File: config.mk
export PLATFORM = sky130hd
export DESIGN_NAME = running_mean_variance_flat
export DESIGN_NICKNAME = d
export VERILOG_FILES = /design/src/rtl/rmv_pkg.sv /design/src/rtl/rmv_if.sv /design/src/rtl/rmv_mul.sv /design/src/rtl/rmv_div.sv /design/src/rtl/running_mean_variance.sv /design/src/flat_wrapper.sv
export SDC_FILE = /design/constraint.sdc
export NUM_CORES = 1
export LEC_CHECK = 0
export BUFFER_PORTS_ARGS = -buffer_cell sky130_fd_sc_hd__buf_4
export CAP_MARGIN = 5
export CORE_MARGIN = 2
export CORE_UTILIZATION = 40
export DETAILED_ROUTE_END_ITERATION = 6
export PLACE_DENSITY = 0.63
export SLEW_MARGIN = 40
export SYNTH_ARGS = -nofsm -noshare
export SYNTH_HDL_FRONTEND = slang
export SYNTH_SLANG_ARGS = --single-unit
File: constraint.sdc
create_clock -name clk -period 9.45 [get_ports clk]
set_clock_uncertainty 0.05 [all_clocks]
set_input_delay 2.835 -clock clk [delete_from_list [all_inputs] [get_ports clk]]
set_output_delay 2.835 -clock clk [all_outputs]
set_load 0.02 [all_outputs]
File: src/rtl/rmv_pkg.sv
// Package with shared types and constants for the running mean and variance block.
`timescale 1ns / 1ps
package rmv_pkg;

  localparam int M2_BITS = 63;
  localparam int CFG_BITS = 16;
  localparam logic [CFG_BITS-1:0] RESET_COUNT = 16'd100;
  localparam logic [M2_BITS-1:0] M2_MAX = '1;

  typedef enum logic [2:0] {
    S_IDLE,
    S_START,
    S_MUL,
    S_DIV,
    S_ACC1,
    S_ACC2,
    S_EMIT
  } state_t;

endpackage

File: src/rtl/rmv_if.sv
// Sample and result channel interfaces for the running mean and variance block.
`timescale 1ns / 1ps
interface rmv_in_if #(parameter int SAMPLE_BITS = 24);
  logic                          valid;
  logic                          ready;
  logic signed [SAMPLE_BITS-1:0] sample_uv;

  modport source (output valid, output sample_uv, input ready);
  modport sink (input valid, input sample_uv, output ready);
endinterface

interface rmv_out_if #(parameter int SAMPLE_BITS = 24);
  import rmv_pkg::*;
  logic                          valid;
  logic                          ready;
  logic signed [SAMPLE_BITS-1:0] mean_uv;
  logic [M2_BITS-1:0]            sum_sq_dev;
  logic                          saturated;

  modport source (output valid, output mean_uv, output sum_sq_dev, output saturated,
                  input ready);
  modport sink (input valid, input mean_uv, input sum_sq_dev, input saturated,
                output ready);
endinterface

File: src/rtl/rmv_mul.sv
// Bit-serial shift-and-add multiplier, one multiplier bit per cycle.
`timescale 1ns / 1ps
module rmv_mul #(
  parameter int WIDTH = 25
) (
  input  logic               clk,
  input  logic               rst,
  input  logic               start,
  input  logic [WIDTH-1:0]   a,
  input  logic [WIDTH-1:0]   b,
  output logic               busy,
  output logic [2*WIDTH-1:0] prod
);
  localparam int CW = $clog2(WIDTH + 1);

  logic [WIDTH-1:0]   mcand;
  logic [2*WIDTH-1:0] acc;
  logic [CW-1:0]      cnt;
  logic [WIDTH:0]     part_sum;

  always_comb begin
    if (acc[0]) begin
      part_sum = {1'b0, acc[2*WIDTH-1:WIDTH]} + {1'b0, mcand};
    end else begin
      part_sum = {1'b0, acc[2*WIDTH-1:WIDTH]};
    end
  end

  always_ff @(posedge clk) begin
    if (rst) begin
      cnt <= '0;
    end else if (start) begin
      cnt <= CW'(WIDTH);
    end else if (cnt != '0) begin
      cnt <= cnt - 1'b1;
    end
  end

  always_ff @(posedge clk) begin
    if (start) begin
      mcand <= a;
      acc   <= {{WIDTH{1'b0}}, b};
    end else if (cnt != '0) begin
      acc <= {part_sum, acc[WIDTH-1:1]};
    end
  end

  assign busy = (cnt != '0);
  assign prod = acc;
endmodule

File: src/rtl/rmv_div.sv
// Restoring divider that produces one quotient bit per cycle.
`timescale 1ns / 1ps
module rmv_div #(
  parameter int NUM_BITS = 50,
  parameter int DEN_BITS = 16
) (
  input  logic                clk,
  input  logic                rst,
  input  logic                start,
  input  logic [NUM_BITS-1:0] num,
  input  logic [DEN_BITS-1:0] den,
  output logic                busy,
  output logic [NUM_BITS-1:0] quot,
  output logic [DEN_BITS-1:0] rem
);
  localparam int CW = $clog2(NUM_BITS + 1);

  logic [NUM_BITS-1:0] work;
  logic [DEN_BITS-1:0] part;
  logic [DEN_BITS-1:0] divisor;
  logic [CW-1:0]       cnt;
  logic [DEN_BITS:0]   trial;
  logic [DEN_BITS:0]   diff;
  logic                ge;

  always_comb begin
    trial = {part, work[NUM_BITS-1]};
    ge    = (trial >= {1'b0, divisor});
    diff  = trial - {1'b0, divisor};
  end

  always_ff @(posedge clk) begin
    if (rst) begin
      cnt <= '0;
    end else if (start) begin
      cnt <= CW'(NUM_BITS);
    end else if (cnt != '0) begin
      cnt <= cnt - 1'b1;
    end
  end

  always_ff @(posedge clk) begin
    if (start) begin
      work    <= num;
      part    <= '0;
      divisor <= den;
    end else if (cnt != '0) begin
      work <= {work[NUM_BITS-2:0], ge};
      part <= ge ? diff[DEN_BITS-1:0] : trial[DEN_BITS-1:0];
    end
  end

  assign busy = (cnt != '0);
  assign quot = work;
  assign rem  = part;
endmodule

File: src/rtl/running_mean_variance.sv
// Top level of the running mean and sum of squared deviations block.
// Samples arrive on the samples channel, one signed word per handshake, and
// are folded into a running mean and M2 by Welford's method. After
// sample_count samples (a count of zero acts as one) one word leaves on the
// results channel with the truncated mean, M2 and a saturation flag, and the
// running state clears for the next burst. The count is written through
// cfg_we and cfg_wdata; the user must write it only while the block is
// idle, as the block itself does not enforce this. It resets to 100. The
// serial multiplier forming delta squared runs alongside the divider
// forming the mean step, and then a second bit-serial divider divides
// delta squared by the sample index, one bit per cycle. The last sample
// of a burst also passes an emit state that loads the result word.
// The block takes a new sample once the previous one is folded in, even
// while a result word still waits. If the receiver stalls, the end of the
// next burst waits until the held word is taken.
// Reset clears the mean, M2, index and saturation flag, drops any pending
// result and restores the count.
`timescale 1ns / 1ps
module running_mean_variance #(
  parameter int SAMPLE_BITS = 24,
  parameter int COUNT_BITS = 16
) (
  input  logic                     clk,
  input  logic                     rst,
  rmv_in_if.sink                   samples,
  rmv_out_if.source                results,
  input  logic                     cfg_we,
  input  logic [rmv_pkg::CFG_BITS-1:0] cfg_wdata
);
  import rmv_pkg::*;

  localparam int MW = SAMPLE_BITS + 1;
  localparam int DW = 2 * MW;
  localparam int SUM_BITS = ((DW > M2_BITS) ? DW : M2_BITS) + 1;
  localparam int CMP_BITS = (COUNT_BITS > CFG_BITS) ? COUNT_BITS : CFG_BITS;

  state_t state, state_next;

  logic [CFG_BITS-1:0]    sample_count;
  logic [SAMPLE_BITS-1:0] mean_acc;
  logic [M2_BITS-1:0]     m2_acc;
  logic [COUNT_BITS-1:0]  sample_index;
  logic                   sat_flag;

  logic [MW-1:0]          mag;
  logic                   neg;
  logic [COUNT_BITS-1:0]  idx;
  logic [DW-1:0]          d2;
  logic [DW-1:0]          inc;
  logic                   emit;

  logic                   out_valid;
  logic [SAMPLE_BITS-1:0] out_mean;
  logic [M2_BITS-1:0]     out_m2;
  logic                   out_sat;

  logic                   accept;
  logic [MW-1:0]          delta;
  logic [COUNT_BITS-1:0]  idx_in;
  logic                   mul_start, mul_busy;
  logic                   mdiv_busy;
  logic                   ddiv_start, ddiv_busy;
  logic [DW-1:0]          prod;
  logic [MW-1:0]          mean_q;
  logic [COUNT_BITS-1:0]  mean_r;
  logic [DW-1:0]          d2_q;
  logic [COUNT_BITS-1:0]  d2_r;
  logic                   big;
  logic [SUM_BITS-1:0]    m2_sum;
  logic                   m2_over;
  logic                   out_free;

  rmv_mul #(.WIDTH(MW)) u_mul (
    .clk   (clk),
    .rst   (rst),
    .start (mul_start),
    .a     (mag),
    .b     (mag),
    .busy  (mul_busy),
    .prod  (prod)
  );

  rmv_div #(.NUM_BITS(MW), .DEN_BITS(COUNT_BITS)) u_mean_div (
    .clk   (clk),
    .rst   (rst),
    .start (mul_start),
    .num   (mag),
    .den   (idx),
    .busy  (mdiv_busy),
    .quot  (mean_q),
    .rem   (mean_r)
  );

  rmv_div #(.NUM_BITS(DW), .DEN_BITS(COUNT_BITS)) u_m2_div (
    .clk   (clk),
    .rst   (rst),
    .start (ddiv_start),
    .num   (prod),
    .den   (idx),
    .busy  (ddiv_busy),
    .quot  (d2_q),
    .rem   (d2_r)
  );

  assign out_free = !out_valid || results.ready;
  assign accept   = samples.valid && samples.ready;
  assign delta    = {samples.sample_uv[SAMPLE_BITS-1], samples.sample_uv}
                    - {mean_acc[SAMPLE_BITS-1], mean_acc};
  assign idx_in   = sample_index + 1'b1;
  assign big      = ((mag >> 32) != '0);
  assign m2_sum   = SUM_BITS'(m2_acc) + SUM_BITS'(inc);
  assign m2_over  = big || (m2_sum > SUM_BITS'(M2_MAX));

  always_comb begin
    state_next    = state;
    samples.ready = 1'b0;
    mul_start     = 1'b0;
    ddiv_start    = 1'b0;
    unique case (state)
      S_IDLE: begin
        samples.ready = 1'b1;
        if (samples.valid) begin
          state_next = S_START;
        end
      end
      S_START: begin
        mul_start  = 1'b1;
        state_next = S_MUL;
      end
      S_MUL: begin
        if (!mul_busy && !mdiv_busy) begin
          ddiv_start = 1'b1;
          state_next = S_DIV;
        end
      end
      S_DIV: begin
        if (!ddiv_busy) begin
          state_next = S_ACC1;
        end
      end
      S_ACC1: begin
        state_next = S_ACC2;
      end
      S_ACC2: begin
        state_next = emit ? S_EMIT : S_IDLE;
      end
      S_EMIT: begin
        if (out_free) begin
          state_next = S_IDLE;
        end
      end
      default: begin
        state_next = S_IDLE;
      end
    endcase
  end

  always_ff @(posedge clk) begin
    if (rst) begin
      state <= S_IDLE;
    end else begin
      state <= state_next;
    end
  end

  always_ff @(posedge clk) begin
    if (rst) begin
      sample_count <= RESET_COUNT;
    end else if (cfg_we) begin
      sample_count <= cfg_wdata;
    end
  end

  always_ff @(posedge clk) begin
    if (accept) begin
      neg <= delta[MW-1];
      mag <= delta[MW-1] ? (MW'(0) - delta) : delta;
      idx <= idx_in;
    end
    if (state == S_MUL && !mul_busy && !mdiv_busy) begin
      d2 <= prod;
    end
    if (state == S_ACC1) begin
      inc <= d2 - d2_q - DW'(d2_r != '0);
      emit <= (CMP_BITS'(idx) >= CMP_BITS'(sample_count)) || (idx == '1);
    end
  end

  always_ff @(posedge clk) begin
    if (rst) begin
      mean_acc     <= '0;
      m2_acc       <= '0;
      sample_index <= '0;
      sat_flag     <= 1'b0;
    end else if (state == S_ACC1) begin
      mean_acc <= neg ? (mean_acc - mean_q[SAMPLE_BITS-1:0])
                      : (mean_acc + mean_q[SAMPLE_BITS-1:0]);
    end else if (state == S_ACC2) begin
      sample_index <= idx;
      if (idx != COUNT_BITS'(1)) begin
        if (m2_over) begin
          m2_acc   <= M2_MAX;
          sat_flag <= 1'b1;
        end else begin
          m2_acc <= m2_sum[M2_BITS-1:0];
        end
      end
    end else if (state == S_EMIT && out_free) begin
      mean_acc     <= '0;
      m2_acc       <= '0;
      sample_index <= '0;
      sat_flag     <= 1'b0;
    end
  end

  always_ff @(posedge clk) begin
    if (rst) begin
      out_valid <= 1'b0;
    end else if (state == S_EMIT && out_free) begin
      out_valid <= 1'b1;
    end else if (results.ready) begin
      out_valid <= 1'b0;
    end
  end

  always_ff @(posedge clk) begin
    if (state == S_EMIT && out_free) begin
      out_mean <= mean_acc;
      out_m2   <= m2_acc;
      out_sat  <= sat_flag;
    end
  end

  assign results.valid      = out_valid;
  assign results.mean_uv    = out_mean;
  assign results.sum_sq_dev = out_m2;
  assign results.saturated  = out_sat;
endmodule
File: src/flat_wrapper.sv
// flat-port wrapper written by rule: the top's interface ports become plain ports
module running_mean_variance_flat import rmv_pkg::*;
#(
  parameter int SAMPLE_BITS = 24,
  parameter int COUNT_BITS = 16
)
  (clk, rst, cfg_we, cfg_wdata, samples_valid, samples_sample_uv, samples_ready, results_valid, results_mean_uv, results_sum_sq_dev, results_saturated, results_ready);
  rmv_in_if #(.SAMPLE_BITS(SAMPLE_BITS)) samples_i ();
  rmv_out_if #(.SAMPLE_BITS(SAMPLE_BITS)) results_i ();
  input  logic clk;
  input  logic rst;
  input  logic cfg_we;
  input  logic [rmv_pkg::CFG_BITS-1:0] cfg_wdata;
  input wire logic [$bits(samples_i.valid)-1:0] samples_valid;
  input wire logic [$bits(samples_i.sample_uv)-1:0] samples_sample_uv;
  output wire logic [$bits(samples_i.ready)-1:0] samples_ready;
  output wire logic [$bits(results_i.valid)-1:0] results_valid;
  output wire logic [$bits(results_i.mean_uv)-1:0] results_mean_uv;
  output wire logic [$bits(results_i.sum_sq_dev)-1:0] results_sum_sq_dev;
  output wire logic [$bits(results_i.saturated)-1:0] results_saturated;
  input wire logic [$bits(results_i.ready)-1:0] results_ready;
  assign samples_i.valid = samples_valid;
  assign samples_i.sample_uv = samples_sample_uv;
  assign samples_ready = samples_i.ready;
  assign results_valid = results_i.valid;
  assign results_mean_uv = results_i.mean_uv;
  assign results_sum_sq_dev = results_i.sum_sq_dev;
  assign results_saturated = results_i.saturated;
  assign results_i.ready = results_ready;
  running_mean_variance #(.SAMPLE_BITS(SAMPLE_BITS), .COUNT_BITS(COUNT_BITS)) u_core (.clk(clk), .rst(rst), .samples(samples_i), .results(results_i), .cfg_we(cfg_we), .cfg_wdata(cfg_wdata));
endmodule
---- Word-level counts from Yosys, hierarchy flattened ----
Index checks and enable logic that the tools add are counted.
Widths: inputs -> output; s select.
operators by class
  add/subtract/negate cells ............... 14
  order comparisons ....................... 4
  equal/unequal tests ..................... 15
  multiplexer cells ....................... 42
  bitwise operators ....................... 1
  reduce and logical (&&, ||, !) cells .... 28
operator list
  operator               number
  $mux 63                4
  $mux 24                5
  $mux 25                4
  $mux 50                2
  $add 63x50->64         1
  $gt 64x63->1 const B   1
  $mux 16                4
  $sub 50x1->50          1
  $sub 50x50->50         1
  $ge 17x16->1           2
  $sub 16x16->16         2
  $add 25x25->26         1
  $mux 26                1
  $sub 1x25->25 const A  1
  $sub 24x24->25         1
  $add 24x24->24         1
  $sub 24x24->24         1
  $pmux 3 s7             1
  $mux 5                 4
  $add 16x1->16 const B  1
  $eq 16x16->1 const B   1
  $ge 16x16->1           1
  $ne 16x1->1 const B    1
  $reduce_bool 16->1     1
  other kinds (22)       61
word-level totals
  bits in registers ....................... 585
  word-level logic and storage cells ...... 136

---- Depth between registers and ports, before layout ----
  depth in word-level cells ............... 6
  mapped depth ............................ 19
  gate-level depth less buffers ........... 19

---- Hierarchy ----
Synthesis repeated with hierarchy kept, for this count alone.
second synthesis, totals
  cells, all modules ...................... 3386
  area, all modules ....................... 34319.2 µm²
by module, submodules not included
  module                        instances  cells an instance  area each (µm²)  seq. area each (µm²)
  running_mean_variance         1          2328               22036.1          9419.0
  rmv_div at u_core.u_m2_div    1          369                4524.3           2422.3
  rmv_mul                       1          392                4389.2           2102.0
  rmv_div at u_core.u_mean_div  1          297                3369.5           1651.6

---- Worst setup path before layout ----
Ideal clock, no wire load.
  kind .................................... register to register
  from .................................... reg u_core.u_mul.cnt[0]
  to ...................................... reg u_core.d2[0] (enable)
  setup time .............................. 600 ps
  arrival ................................. 6431 ps
  required time ........................... 8800 ps
  slack ................................... 2369 ps
  cell stages (with the launch flop) ...... 6
  clock period less this slack ............ 7081 ps
  path through ............................ dfxtp_1 -> inv_1 -> ha_1 -> nor4b_2 -> nand2_1 -> nor4b_1
between the ends
  longest elaborated chain between the ends .. 4
ends and longest elaborated chain
  what                            line                          RTL
  start, declared                 rmv_mul.sv:18                 logic [CW-1:0] cnt;
  start signal, assigned          rmv_mul.sv:33                 cnt <= CW'(WIDTH);
  start signal, assigned          rmv_mul.sv:35                 cnt <= cnt - 1'b1;
  $reduce_bool 5->1               rmv_mul.sv:48                 assign busy = (cnt != '0);
  $logic_not 1->1                 running_mean_variance.sv:180  if (state == S_MUL && !mul_busy && !mdiv_busy) begin
  $logic_and 1x1->1 (2 in a row)  running_mean_variance.sv:180
  end signal, assigned            running_mean_variance.sv:181  d2 <= prod;
  end, declared                   running_mean_variance.sv:48   logic [DW-1:0] d2;
Every way passes these cells.
A chain may end at the register's enable or synchronous reset.

---- Worst setup path after layout ----
  from .................................... in samples_sample_uv[0]
  to ...................................... reg u_core.mag[16], data pin
between the ends
  longest elaborated chain between the ends .. 3
ends and longest elaborated chain
  what                  line                          RTL
  start, declared       flat_wrapper.sv:15            input wire logic [$bits(samples_i.sample_uv)-1:0] samples_sample_uv;
  $sub 24x24->25 (*)    running_mean_variance.sv:108  - {mean_acc[SAMPLE_BITS-1], mean_acc};
  $sub 1x25->25         running_mean_variance.sv:177  mag <= delta[MW-1] ? (MW'(0) - delta) : delta;
  $mux 24 (*)           running_mean_variance.sv:177
  end signal, assigned  running_mean_variance.sv:177
  end, declared         running_mean_variance.sv:45   logic [MW-1:0] mag;
Mark *: on every way between the ends. The rest lies on a longest branch, timed or not.

==> flow_summary.toml <==
[outcome]
status = "completed"

[setup_path]
critPathMaxFanout = 14
r2r.worst_path.cells = 17
max_stage_delay_ns = 0.46
arrival_ns = 6.21
critPathLaunchType = "input port"
crit_type = "input port to flip-flop"
crit_chain = "buf_4 -> inv_1 -> ha_1 -> inv_1 -> fa_1 -> a211oi_1 -> o21a_1 -> o41a_1 -> o21ai_0 -> nand2_1 -> o21ai_0 -> o41ai_1 -> nand2b_1 -> a31oi_1 -> buf_4 -> inv_2 -> o21ai_0 -> xor2_1"
cp_common_cell = "o21ai_0"
crit_required_ns = 9.75
cp.depth = 18
cp_slowest_cell = "o41ai_1"
cpLargestDelayFamily = "compound AO/OA/AOI/OAI gates"
critPathBufInv = 5
end_kind = "flip-flop"

[clock_network]
ctsHoldBuffers = 0
cts_resized = 0
root_buffer = "clkbuf_16"
insertion_delay_ns = 0.62
cts_tree = "built"
clock_path_buffers = 3
clkTransAtPathRegs_ns = 0.06
cts_buffers = 68
post_cts_buffers = 0
cts_sinks = 585
htreeDepth = 3

[timing]
maxSlewViolCount = 0
final-setup-viol-count = 0
grt_setup_unrepaired = "no"
setup_tns_ns = 0
fmax_mhz = 169
hold_viol = 0
layout_min_cycle_time_ns = 5.91
whs_ns = 0.388
tightestPinTransition_ns = 0.818
maxSlewHeadroom_pct = 45.0
period_share_pct = 62.6

[logic_synthesis]
synth_fa_ha_area_share_pct = 10.7
seq_area_frac_synth_pct = 46.4
yosys.area_share.simple_pct = 15.2
ys_ff_latch = 585
ys.flop_type = "edfxtp_1"
synthTopCellsByArea = "edfxtp_1, dfxtp_1, ha_1"
yosysTopAreaCellShare_pct = 34.7
ys.warnings.count = 0
yosysTopAreaCell = "edfxtp_1"
synthXorXnorAreaFrac_pct = 6.30
synth_area_um2 = 33600
muxShareOfSynthArea_pct = 1.31
yosysUniqueCellTypes = 96
synth.avg_cell_area_um2 = 9.59
synthCells = 3504
synth_top_family_by_area = "compound AO/OA/AOI/OAI gates"
synth_edf_count = 388
ys_async_sr_fraction_pct = 0
synth-compound-area-share_pct = 15.3
synthesis.nets = 3832

[min_path]
hp-class = "flip-flop to flip-flop"
whs_path_depth = 0

[route]
drc = 0
drt-initial-drc-count = 1531
firstDrtPassIters = 5
drt_wl_total_um = 79300
wl_per_cell_um = 16.7
routed_via_density = 5.24
ant_nets = 0
route.vias.total = 24900

[die]
die_h_um = 294
die-area_um2 = 86400
start_util_pct = 40.3
dieWidth_um = 294
rows = 106
core_um2 = 83400
ioPinCount = 135

[global_route]
grt_overflow = 0
grt_pass1_vias = 23800
antenna_found_initial = 0
globalRouteTotalUtil_pct = 18.3
grt_max_degree = 65
grt_pass1_wl_um = 128000

[job]
max-cap-violations = 0

[placement]
gp_congestion = 0.862
io_buffers = 134
dp_hpwl_um = 58100

[final_layout]
drive_above_1_share_pct = 8.75
layout_commonest_cell = "nand2_1"
final_cell_mix = "nand2_1, edfxtp_1, inv_1, ha_1, a21oi_1"
n_antenna_cell = 0
area_delta_synth_final_pct = 13.1
final_nets = 3951

[power_and_ir_drop]
peakVddDrop_mv = 0.153
p_leak_nw = 16.2
p_per_area_nw_per_um2 = 301
-- registers in the layout (all words and copies together), names as in the netlist, 6 cells and up --
register                   count
u_core.m2_acc                 63
u_core.results.sum_sq_dev     63
u_core.d2                     50
u_core.inc                    50
u_core.u_m2_div.quot          50
u_core.u_mul.prod             50
u_core.mag                    25
u_core.u_mean_div.quot        25
u_core.u_mul.mcand            25
u_core.mean_acc               24
u_core.results.mean_uv        24
u_core.idx                    16
u_core.sample_count           16
u_core.sample_index           16
u_core.u_m2_div.divisor       16
u_core.u_m2_div.rem           16
u_core.u_mean_div.divisor     16
u_core.u_mean_div.rem         16
u_core.u_m2_div.cnt            6
-- area by class of cell --
| class | instances | area, um2 |
|---|---|---|
| multi-input cells | 2518 | 16500 |
| well taps | 1080 | 1350 |
| flip-flops and latches | 585 | 15600 |
| fillers | 7910 | 45400 |
| clock inverters | 35 | 355 |
| clock buffers | 91 | 1930 |
| repair buffers | 157 | 1190 |
| inverters | 293 | 1100 |
-- metrics by stage --
step                setup WS [ns]  area [um2]  utilization [%]  total power, W  instances
CTS                          3.57       38000             45.6          0.0115       4759
detailed placement           3.02       35700             42.8         0.00877       4633
global placement             3.06       35700             42.8         0.00867       4632
finish                       3.54       38000             45.6          0.0114       4759
floorplan                    2.37       33600                -         0.00764       3504
global route                 3.23       38000             45.6          0.0123       4759
-- Yosys cell counts (all sizes together) (30+ instances only) --
library cell	n
dfxtp	197
a21o	103
nor2b	30
nand3	85
xnor2	156
nor2	231
edfxtp	388
inv	292
nor3	73
nand2	529
clkbuf	86
nand2b	30
o21ai	180
a21oi	259
ha	275
a31oi	31
xor2	86
a211oi	43
mux2i	43
o21a	33
nand4	38
-- path summary, 6_finish.rpt --
path	slack [ns]	endpoint	start
worst max-delay path	3.54	u_core.mag[16]$_DFFE_PP_	samples_sample_uv[0]
worst min-delay path	0.39	u_core.results.saturated$_DFFE_PP_	u_core.sat_flag$_SDFFE_PP0P_
worst max register to register	4.28	u_core.inc[46]$_DFFE_PP_	u_core.u_m2_div.rem[2]$_SDFFE_PP0N_
worst min register to register	0.39	u_core.results.saturated$_DFFE_PP_	u_core.sat_flag$_SDFFE_PP0P_
-- cells by family (layout without fill, tap and decap cells) --
| family | count (synthesis) | in the layout |
|---|---|---|
| AOI/OAI and AO/OA | 813 | 813 |
| xor gates and xnor gates | 242 | 242 |
| adders and majority gates | 283 | 283 |
| buffers and inverters | 401 | 576 |
| DFF | 585 | 585 |
| muxes | 44 | 44 |
| and+or+nand+nor | 1136 | 1136 |
-- per-layer routing --
| metal | share of wire [%] | vias to the layer above | track usage [%] |
|---|---|---|---|
| met5 | 0 | - | 0 |
| met4 | 2.5 | 0 | 5.75 |
| met3 | 4.8 | 114 | 2.61 |
| met2 | 44 | 518 | 28.8 |
| met1 | 49 | 11600 | 25.9 |
| li1 | - | 12700 | - |
-- report_power, final --
| group | total, W | switching [W] | internal (W) |
|---|---|---|---|
| Combinational | 0.00468 | 0.00271 | 0.00197 |
| Sequential | 0.00407 | 0.000491 | 0.00358 |
| Clock | 0.00267 | 0.00107 | 0.00161 |
Note: power is estimated with default switching activity, not from simulation.
